[config.mk]
export PLATFORM = sky130hd
export DESIGN_NAME = legacy_48bit_real_to_double_core
export DESIGN_NICKNAME = d
export VERILOG_FILES = /design/src/rtl/l48_pkg.sv /design/src/rtl/l48_norm.sv /design/src/rtl/legacy_48bit_real_to_double_core.sv
export SDC_FILE = /design/constraint.sdc
export NUM_CORES = 1
export LEC_CHECK = 0
export BUFFER_PORTS_ARGS = -buffer_cell sky130_fd_sc_hd__buf_2
export CORE_ASPECT_RATIO = 2
export CORE_MARGIN = 2
export CORE_UTILIZATION = 35
export DETAILED_ROUTE_END_ITERATION = 10
export GPL_ROUTABILITY_DRIVEN = 0
export HOLD_SLACK_MARGIN = 0.03
export RECOVER_POWER = 100
export SYNTH_ARGS = -nofsm -noshare
export SYNTH_HDL_FRONTEND = slang
export SYNTH_HIERARCHICAL = 1
export SYNTH_SLANG_ARGS = --single-unit
[constraint.sdc]
create_clock -name clock -period 4.4 [get_ports clock]
set_input_delay 0.44 -clock clock [delete_from_list [all_inputs] [get_ports clock]]
set_output_delay 0.44 -clock clock [all_outputs]
set_load 0.01 [all_outputs]
[src/rtl/l48_pkg.sv]
// ----------------------------------------------------------------------------
// Legacy 48-bit real conversion package
// Widths and constants shared by the converter pipeline.
// ----------------------------------------------------------------------------
package l48_pkg;
   localparam int MantBits = 37;
   localparam int PosBits  = 6;
   localparam int ExpBits  = 11;
   localparam int FracBits = 52;
   localparam int UnbBits  = 13;
   localparam logic [UnbBits-1:0] ExpShift = 13'd36;
   localparam logic [UnbBits-1:0] DblBias  = 13'd1023;
   localparam logic [UnbBits-1:0] DblExpMax = 13'd1024;

   typedef struct packed {
      logic                sign;
      logic                zero;
      logic [MantBits-1:0] mag;
      logic [ExpBits-1:0]  expo;
   } mag_type;
endpackage

[src/rtl/l48_norm.sv]
// ----------------------------------------------------------------------------
// Leading-one search
// Returns the position of the highest set bit of the magnitude.
// ----------------------------------------------------------------------------
module l48_norm (
   input  logic [l48_pkg::MantBits-1:0] mag,
   output logic [l48_pkg::PosBits-1:0]  pos
);
   import l48_pkg::*;

   always_comb begin
      pos = '0;
      for (int i = 0; i < MantBits; i++) begin
         if (mag[i]) begin
            pos = PosBits'(i);
         end
      end
   end
endmodule

[src/rtl/legacy_48bit_real_to_double_core.sv]
// ----------------------------------------------------------------------------
// Legacy 48-bit real to binary64 converter
// Three-stage pipeline: negate, leading-one search, shift and pack.
// ----------------------------------------------------------------------------
//  channel | direction | fields
//  req     | in        | six bytes of the legacy real
//  rsp     | out       | double_bits, overflowed
// One beat per cycle is accepted while req_stall is low. Reset clears only
// the stage valid bits. A stall on rsp holds a full stage only when all later
// stages are full too; an empty stage still takes a beat.
module legacy_48bit_real_to_double_core (
   input  logic        clock,
   input  logic        reset,
   input  logic        req_valid,
   output logic        req_stall,
   input  logic [7:0]  req_byte_low_low,
   input  logic [7:0]  req_byte_low_mid,
   input  logic [7:0]  req_byte_low_high,
   input  logic [7:0]  req_byte_high_low,
   input  logic [7:0]  req_byte_high_mid,
   input  logic [7:0]  req_byte_high_high,
   output logic        rsp_valid,
   input  logic        rsp_stall,
   output logic [63:0] rsp_double_bits,
   output logic        rsp_overflowed
);
   import l48_pkg::*;

   logic v1_ff, v2_ff, v3_ff;
   logic en1, en2, en3;
   mag_type s1_ff, s1_in, s2_ff;
   logic [PosBits-1:0] pos2_ff, pos_w;
   logic [63:0] bits3_ff, bits3_in;
   logic ovf3_ff, ovf3_in;
   logic [MantBits-1:0] mant;

   assign en3 = !v3_ff || !rsp_stall;
   assign en2 = !v2_ff || en3;
   assign en1 = !v1_ff || en2;
   assign req_stall = !en1;

   always_comb begin
      mant = {req_byte_high_high, req_byte_high_mid, req_byte_high_low,
              req_byte_low_mid[4:0], req_byte_low_low};
      s1_in.sign = mant[MantBits-1];
      s1_in.mag  = s1_in.sign ? (~mant + 1'b1) : mant;
      s1_in.zero = (mant == '0);
      s1_in.expo = {req_byte_low_high, req_byte_low_mid[7:5]};
   end

   l48_norm u_norm (.mag(s1_ff.mag), .pos(pos_w));

   always_comb begin
      logic [UnbBits-1:0]   unb;
      logic [MantBits+FracBits-1:0] sh;
      unb = UnbBits'(pos2_ff) + UnbBits'(s2_ff.expo) - ExpShift;
      sh = {{FracBits{1'b0}}, s2_ff.mag} << (FracBits - int'(pos2_ff));
      ovf3_in = 1'b0;
      if (s2_ff.zero) begin
         bits3_in = '0;
      end else if ($signed(unb) >= $signed(DblExpMax)) begin
         bits3_in = {s2_ff.sign, 11'h7ff, {FracBits{1'b0}}};
         ovf3_in = 1'b1;
      end else begin
         bits3_in = {s2_ff.sign, 11'(unb + DblBias), sh[FracBits-1:0]};
      end
   end

   always_ff @(posedge clock) begin
      if (reset) begin
         v1_ff <= 1'b0;
         v2_ff <= 1'b0;
         v3_ff <= 1'b0;
      end else begin
         if (en1) v1_ff <= req_valid;
         if (en2) v2_ff <= v1_ff;
         if (en3) v3_ff <= v2_ff;
      end
      if (en1) s1_ff <= s1_in;
      if (en2) begin
         s2_ff   <= s1_ff;
         pos2_ff <= pos_w;
      end
      if (en3) begin
         bits3_ff <= bits3_in;
         ovf3_ff  <= ovf3_in;
      end
   end

   assign rsp_valid       = v3_ff;
   assign rsp_double_bits = bits3_ff;
   assign rsp_overflowed  = ovf3_ff;

`ifndef SYNTHESIS
   a_ovf_inf: assert property (@(posedge clock) disable iff (reset)
      rsp_valid && rsp_overflowed |-> rsp_double_bits[62:52] == 11'h7ff)
      else $error("overflow without infinity");
   a_hold: assert property (@(posedge clock) disable iff (reset)
      v3_ff && rsp_stall |=> v3_ff && $stable(bits3_ff))
      else $error("output lost under stall");
   a_stall: assert property (@(posedge clock) disable iff (reset)
      req_stall |-> v1_ff && v2_ff && v3_ff)
      else $error("stall with an empty stage");
`endif
endmodule

* Yosys cells after proc, flatten, opt, wreduce, memory -nomap -nowiden
Cells that the tools add are included.
** Storage, ports and cells
- Bits in registers :: 174
- Bits of input ports :: 52
- Output and inout bits :: 67
- Logic and storage cells :: 74
** Cells by class
- Add/sub/neg operators :: 5
- $lt $le $gt $ge :: 1
- Shifts and indexed selects :: 1
- Mux-type cells :: 38
- Bitwise gates (word level) :: 1
- Reductions and logical operators :: 11
** Operators with widths (number)
- 2-to-1 mux 5 bit :: 16
- 2-to-1 mux 63 bit :: 1
- << shifter 37 x 32 -> 52 bit :: 1
- adder 37 x 1 -> 37 bit, second input constant :: 1
- logical NOT 37 bit :: 1
- NOT 37 bit :: 1
- 2-to-1 mux 36 bit :: 1
- 2-to-1 mux 4 bit :: 8
- 2-to-1 mux 3 bit :: 8
- >= comparator 13 x 12 -> 1 bit, second input constant :: 1
- subtractor 12 x 6 -> 13 bit, second input constant :: 1
- adder 6 x 11 -> 12 bit :: 1
- adder 11 x 10 -> 11 bit, second input constant :: 1
- subtractor 6 x 6 -> 7 bit, first input constant :: 1
- logical NOT 1 bit :: 5
- OR reduction 5 bit :: 1
- 2-to-1 mux 2 bit :: 2
- logical OR 1 bit :: 3
- 2-to-1 mux 1 bit :: 2
- OR reduction 2 bit :: 1

* Depth between registers and ports, before layout
Gate-level depths: netlist of the first run.
- Depth in word-level cells :: 35
- Mapped depth :: 14
- Depth with buffers taken out :: 11

* Cells and area by module
Netlist of the first run, hierarchy kept.
** By module, submodules not included
- legacy_48bit_real_to_double_core :: times used 1, cells an instance 876, area an instance 9830.7 µm², sequential area each 5195.0 µm²
- l48_norm :: times used 1, cells an instance 71, area an instance 364.1 µm², sequential area each 0.0 µm²

* Worst setup path after synthesis of the first run
OpenSTA, ideal clock, no wires.
- Kind :: register -> register
- Start point :: reg pos2_ff[0]
- End point :: reg bits3_ff[32] (netlist: rsp_double_bits[32]), data pin
- Setup time :: 266 ps
- Arrival :: 3415 ps
- Data required time :: 4134 ps
- Path slack :: 719 ps
- Cell stages (with the launch flop) :: 14
- Buffers on the path :: 5
- Clock period less this slack :: 3681 ps
- Path through :: edfxtp_1 > clkbuf_1 > buf_1 > buf_1 > inv_1 > ha_1 > clkbuf_1 > clkbuf_1 > mux2i_1 > mux2i_1 > a221oi_1 > a21oi_1 > a32oi_1 > nor2_1
** Between the ends
- Word-level cells in the longest chain between the ends :: 4
- Elaborated cells between the ends (all ways) :: 6
- Classes of those cells :: add/sub: 3; order compare: 1; shift: 1; reduce/logical: 1
** Ends and longest elaborated chain
- from (decl) :: line legacy_48bit_real_to_double_core.sv:32 : logic [PosBits-1:0] pos2_ff, pos_w;
- from (signal assigned) :: line legacy_48bit_real_to_double_core.sv:82 : pos2_ff <= pos_w;
- adder 6 x 11 -> 12 bit :: line legacy_48bit_real_to_double_core.sv:56 : unb = UnbBits'(pos2_ff) + UnbBits'(s2_ff.expo) - ExpShift;
- subtractor 12 x 6 -> 13 bit :: line legacy_48bit_real_to_double_core.sv:56
- >= comparator 13 x 12 -> 1 bit :: line legacy_48bit_real_to_double_core.sv:61 : end else if ($signed(unb) >= $signed(DblExpMax)) begin
- OR reduction 2 bit (no source line)
- to (signal assigned) :: line legacy_48bit_real_to_double_core.sv:85 : bits3_ff <= bits3_in;
- to (decl) :: line legacy_48bit_real_to_double_core.sv:33 : logic [63:0] bits3_ff, bits3_in;
Parallel ways exist; a longest one is shown, timed or not.
A chain may end at the register's enable or synchronous reset.

* Worst setup path after layout of the first run
- Start point :: reg pos2_ff[3]
- End point :: reg bits3_ff[51] (netlist: rsp_double_bits[51]), data pin
The elaborated chain is that of the path after synthesis.

==> results of run 1 <==
==> worst max-delay path, stage by stage (launching register included) <==
cell      delay, ns
edfxtp_1       0.52
clkinv_1       0.28
ha_1           0.35
inv_1          0.04
ha_1           0.35
a21o_1         0.20
and3_1         0.22
o211a_1        0.22
a2111o_1       0.35
nand3_1        0.09
clkbuf_1       0.70
a211oi_1       0.19
==> power by group <==
part	switching (mW)	internal [mW]	total, mW
logic	1.07	0.675	1.75
clock network	0.616	0.776	1.39
registers	0.109	2.11	2.21
==> worst paths after layout <==
kind	to	slack, ns	start	cells after the start
setup / recovery	rsp_double_bits[51]	0.57	pos2_ff[3]	11
hold / removal	s1_ff[2]	0.17	req_byte_low_mid[7]	1
hold reg to reg	s2_ff[3]	0.42	s1_ff[3]	0
setup reg to reg	rsp_double_bits[51]	0.57	pos2_ff[3]	11
==> per-stage QoR <==
stage | cells | cell area (um2) | setup WS, ns | hold WS, ns
floorplan | 947 | 10200 | 0.719 | 0.400
global placement | 1404 | 11300 | 0.842 | 0.404
detailed placement | 1404 | 11300 | 0.667 | 0.405
CTS | 1434 | 11800 | 0.652 | 0.151
global route | 1434 | 11700 | 0.317 | 0.154
finish | 1434 | 11700 | 0.565 | 0.173
==> state kept, by name, indices dropped and copies added (netlist names) <==
name / cells
rsp_valid: 1
rsp_overflowed: 1
v2_ff: 1
rsp_double_bits: 64
v1_ff: 1
pos2_ff: 6
s1_ff: 50
s2_ff: 50
==> metal layers <==
metal  vias to the layer above  track usage (%)  part of all wire [%]
met5                         -                0                     0
met4                         0             11.7                   6.6
met3                        84             3.35                   4.7
met2                       270             32.0                    54
met1                      3518             15.4                    34
li1                       3767                -                     -
==> placed cells by master (no fill, tap or decap), types with 38 or more instances in the layout <==
cell type / count
nand2_1: 70
mux2i_1: 57
o21ai_0: 43
nor2_1: 117
edfxtp_1: 171
xnor2_1: 42
inv_1: 38
buf_2: 49
mux2_2: 44
clkbuf_1: 72
a21oi_1: 62
==> kinds of logic (layout without fill, tap and decap cells) <==
family / after synthesis / after routing / share of synthesized area [%]
simple gates: 291 / 291 / 13.2
compound gates: 212 / 212 / 13.7
flops: 174 / 174 / 51.0
mux: 104 / 104 / 11.1
buf+inv: 86 / 213 / 3.19
xor+xnor: 58 / 58 / 4.98
fa+ha+maj: 22 / 22 / 2.77
==> area by class of cell <==
cell class                 count  area share (%)
tap                          360            3.86
sequential                   174            44.5
multi-input combinational    687            39.8
timing repair buffer         144            5.93
clock buffer                  18            3.68
inverter                      39            1.25
clock inverter                12           0.997
==> results.sh, run 1 <==
export IMPL_outcome="complete, but fails checks"
export IMPL_violations="capacitance limit, slew limit"
export IMPL_drt_wirelength_per_cell_um=17.8
export IMPL_ir_worst_vdd_uv=322
export IMPL_average_footprint_of_a_synthesized_cell_um2=10.8
export IMPL_starting_density_of_the_core_pct=35.5
export IMPL_die_height_um=245
export IMPL_detailedRoute_firstPassIterationCount=8
export IMPL_htreeDepth=4
export IMPL_cp_start_kind="register"
export IMPL_post_dp_hpwl_um=20300
export IMPL_drc=0
export IMPL_n_antenna_cell=0
export IMPL_post_synth_num_cell_types=63
export IMPL_synth_sequential_area_ratio_pct=51.0
export IMPL_ff_latch_area_mm2=0.00519
export IMPL_number_of_global_route_vias_before_repair=7583
export IMPL_grt_first_pass_wirelength_um=40000
export IMPL_clock_sinks=174
export IMPL_tritoncts="yes"
export IMPL_synthCells=947
export IMPL_setup_worst_path_class="reg -> reg"
export IMPL_die_x_um=125
export IMPL_clock_path_buffers=2
export IMPL_drt_wl_total_um=25500
export IMPL_grt_antenna_before_repair=0
export IMPL_max_slew_worst_pin_slew_ns=3.35
export IMPL_cts_buffers_inserted=17
export IMPL_syn_area_mm2=0.0102
export IMPL_grt_overflow_total=0
export IMPL_async_s_r_ff_share_synth_pct=0
export IMPL_die_outline_area_mm2=0.0306
export IMPL_core_area_mm2=0.0287
export IMPL_ys_seq_elements=174
export IMPL_maxCapViolations=3
export IMPL_relSlewSlack_pct=-123
export IMPL_top_cells_by_count_synth="edfxtp_1, nor2_1, nand2_1"
export IMPL_synth_yosys_warnings=6
export IMPL_syn_num_nets=1021
export IMPL_critPathMaxFanout=20
export IMPL_cts_resized_gates=0
export IMPL_grt_total_usage_pct=16.7
export IMPL_cp_end_kind="register"
export IMPL_timing_max_transition_violations_final=175
export IMPL_port_buffers=118
export IMPL_yosysTopAreaCell="edfxtp_1"
export IMPL_worst_setup_hold_path_clk_slew_ns=0.06
export IMPL_via_count=7639
export IMPL_post_cts_buffers=0
export IMPL_tns_ns=0
export IMPL_clock_tree_root_cell="clkbuf_16"
export IMPL_yosys_area_top_type_share_pct=50.4
export IMPL_most_repeated_cell_in_the_gate_level_netlist_after_synthesis="edfxtp_1"
export IMPL_skew_ns=0.00602
export IMPL_fmaxAchievable_mhz=261
export IMPL_report_final_setup_viol=0
export IMPL_synth_top_cells_by_area="edfxtp_1, mux2i_1, mux2_2, nor2_1, xnor2_1"
export IMPL_finish_utilization_pct=40.6
export IMPL_cp_arrival_ns=3.97
export IMPL_postRouteAntennaNets=0
export IMPL_fp_row_count=88
export IMPL_drt_initial_drc_count=535
export IMPL_avgViaCountPerCell=5.33
export IMPL_multi_input_comb_area_mm2=0.00465
export IMPL_leakagePower_nw=4.45
export IMPL_final_layout_size_suffix_gt1_share_pct=14.8
export IMPL_largest_net_degree_at_the_start_of_global_routing=66
export IMPL_clk_latency_ns=0.44
export IMPL_final_fill_count=2814
export IMPL_ioPinCount=119
export IMPL_final_min_period_over_clock_period_pct=87.2
export IMPL_nNetsFinal=1137
export IMPL_timing_critical_path_required_ns=4.53
export IMPL_worst_hold_path_type="in -> reg"
export IMPL_area_delta_synth_final_pct=14.5
export IMPL_synth_edf_count=171
export IMPL_pwrdens_mw_per_mm2=458
export IMPL_synth_ff_type="edfxtp_1"
export IMPL_hold_buffers=0
export IMPL_p_total_mw=5.35
export IMPL_grt_setup_unrepaired="no"
export IMPL_final_hold_violation_count=0
export IMPL_layout_min_cycle_time_ns=3.83
Power figures use the tool's default switching activity.
==> run 2: changes to the inputs <==
--- a/config.mk
+++ b/config.mk
@@ -6,12 +6,13 @@
 export NUM_CORES = 1
 export LEC_CHECK = 0
 export BUFFER_PORTS_ARGS = -buffer_cell sky130_fd_sc_hd__buf_2
-export CORE_ASPECT_RATIO = 2
+export CORE_ASPECT_RATIO = 1.1
 export CORE_MARGIN = 2
-export CORE_UTILIZATION = 35
+export CORE_UTILIZATION = 57
 export DETAILED_ROUTE_END_ITERATION = 10
 export GPL_ROUTABILITY_DRIVEN = 0
 export HOLD_SLACK_MARGIN = 0.03
+export PLACE_DENSITY = 0.78
 export RECOVER_POWER = 100
 export SYNTH_ARGS = -nofsm -noshare
 export SYNTH_HDL_FRONTEND = slang
==> run 2 against run 1 <==
The run still ends with capacitance limit, slew limit left. Register-to-register slack worse by 0.08 ns. Wire length is 14% lower. Global-route usage increased by 6.8 points. Clock skew rose by 0.0019 ns. Clock power is 11% higher. Worst setup slack worse by 0.079 ns. Critical endpoint is now rsp_double_bits[31]. Highest routed layer unchanged.
==> results.sh, run 2 (synthesis results as in run 1) <==
export IMPL_cp_arrival_ns=4.15
export IMPL_final_min_period_over_clock_period_pct=89.0
export IMPL_grt_total_usage_pct=23.5
export IMPL_cts_buffers_inserted=17
export IMPL_cp_top_family="compound AO/OA/AOI/OAI gates"
export IMPL_avgViaCountPerCell=5.95
export IMPL_max_ffs_per_register=64
export IMPL_cts_resized_gates=0
export IMPL_clock_sinks=174
export IMPL_drt_wl_total_um=22000
export IMPL_clk_latency_ns=0.43
export IMPL_max_slew_worst_pin_slew_ns=3.40
export IMPL_hold_buffers=0
export IMPL_drt_initial_drc_count=818
export IMPL_final_layout_size_suffix_gt1_share_pct=13.8
export IMPL_report_final_setup_viol=0
export IMPL_maximum_single_stage_delay_on_the_critical_path_ns=0.52
export IMPL_timing_critical_path_required_ns=4.63
export IMPL_tritoncts="yes"
export IMPL_worst_setup_hold_path_clk_slew_ns=0.06
export IMPL_outcome="complete, but fails checks"
export IMPL_p_total_mw=5.45
export IMPL_cp_start_kind="register"
export IMPL_cp_end_kind="register"
export IMPL_layout_min_cycle_time_ns=3.91
export IMPL_starting_density_of_the_core_pct=57.9
export IMPL_tns_ns=0
export IMPL_post_dp_hpwl_um=15700
export IMPL_htreeDepth=4
export IMPL_post_route_worst_setup_slack_ns=0.486
export IMPL_final_hold_violation_count=0
export IMPL_die_outline_area_mm2=0.0190
export IMPL_detailedRoute_firstPassIterationCount=9
export IMPL_grt_first_pass_wirelength_um=35400
export IMPL_ioPinCount=119
export IMPL_grt_setup_unrepaired="no"
export IMPL_maxCapViolations=3
export IMPL_port_buffers=118
export IMPL_timing_max_transition_violations_final=175
export IMPL_via_count=7782
export IMPL_relSlewSlack_pct=-127
export IMPL_final_cell_mix="edfxtp_1, nor2_1, clkbuf_1"
export IMPL_post_cts_buffers=0
export IMPL_grt_antenna_before_repair=0
export IMPL_fp_row_count=51
export IMPL_clock_tree_root_cell="clkbuf_16"
export IMPL_die_height_um=144
export IMPL_worst_hold_path_type="in -> reg"
export IMPL_hold_worst_slack_ns=0.182
export IMPL_skew_ns=0.00790
export IMPL_postRouteAntennaNets=0
export IMPL_violations="capacitance limit, slew limit"
export IMPL_placed_cells_incl_taps=1275
export IMPL_grt_overflow_total=0
export IMPL_cp_num_buf_inv=3
export IMPL_critPathMaxFanout=16
export IMPL_drt_wirelength_per_cell_um=16.8
export IMPL_final_common_cell="edfxtp_1"
export IMPL_setup_worst_path_class="reg -> reg"
export IMPL_postPlaceCellArea_mm2=0.0111
export IMPL_fmaxAchievable_mhz=255
export IMPL_critical_path_cell_chain="inv_1, ha_1, inv_1, ha_1, a21oi_1, o21ai_0, a311oi_1, a2111o_1, and2_0, buf_4, nand3_1, a211oi_1"
export IMPL_worst_case_setup_slack_after_placement_ns=0.539
export IMPL_pwrdens_mw_per_mm2=472
export IMPL_ir_worst_vdd_uv=340
export IMPL_n_antenna_cell=0
export IMPL_largest_net_degree_at_the_start_of_global_routing=66
export IMPL_slowest_stage="edfxtp_1"
export IMPL_clock_path_buffers=2
export IMPL_leakagePower_nw=4.44
export IMPL_area_delta_synth_final_pct=13.2
export IMPL_die_x_um=132
export IMPL_finish_instance_area_mm2=0.0115
export IMPL_core_area_mm2=0.0176
export IMPL_drc=0
export IMPL_nNetsFinal=1130
export IMPL_finish_utilization_pct=65.5
export IMPL_finish_cell_count_without_fillers=1307
export IMPL_number_of_global_route_vias_before_repair=7081
==> run 2: path summary, 6_finish.rpt <==
check	cells after the start	to	startpoint	slack (ns)
setup / recovery	12	rsp_double_bits[31]	pos2_ff[4]	0.49
hold / removal	1	s1_ff[6]	req_byte_low_high[3]	0.18
setup reg to reg	12	rsp_double_bits[31]	pos2_ff[4]	0.49
hold reg to reg	0	s2_ff[11]	s1_ff[11]	0.42
==> run 2: per-layer routing <==
metal | vias up | routed length, um | track usage, %
li1 | 3763 | - | -
met2 | 441 | 10200 | 38.8
met3 | 75 | 1840 | 4.80
met1 | 3503 | 9220 | 30.5
met4 | 0 | 742 | 9.95
met5 | - | 0 | 0
==> run 2: report_power, final <==
part	leakage [nW]	total [mW]	switching [mW]	internal, mW
registers	1.89	2.21	0.109	2.10
clock network	0.288	1.54	0.598	0.944
logic	2.26	1.69	1.03	0.660
total	4.44	5.45	1.74	3.71
==> run 2: area by class of cell <==
class / instances / area (um2)
Fill cell: 1428 / 6070
Sequential cell: 174 / 5190
Multi-Input combinational cell: 687 / 4660
Timing Repair Buffer: 137 / 634
Clock buffer: 20 / 437
Tap cell: 238 / 298
Clock inverter: 12 / 169
Inverter: 39 / 146
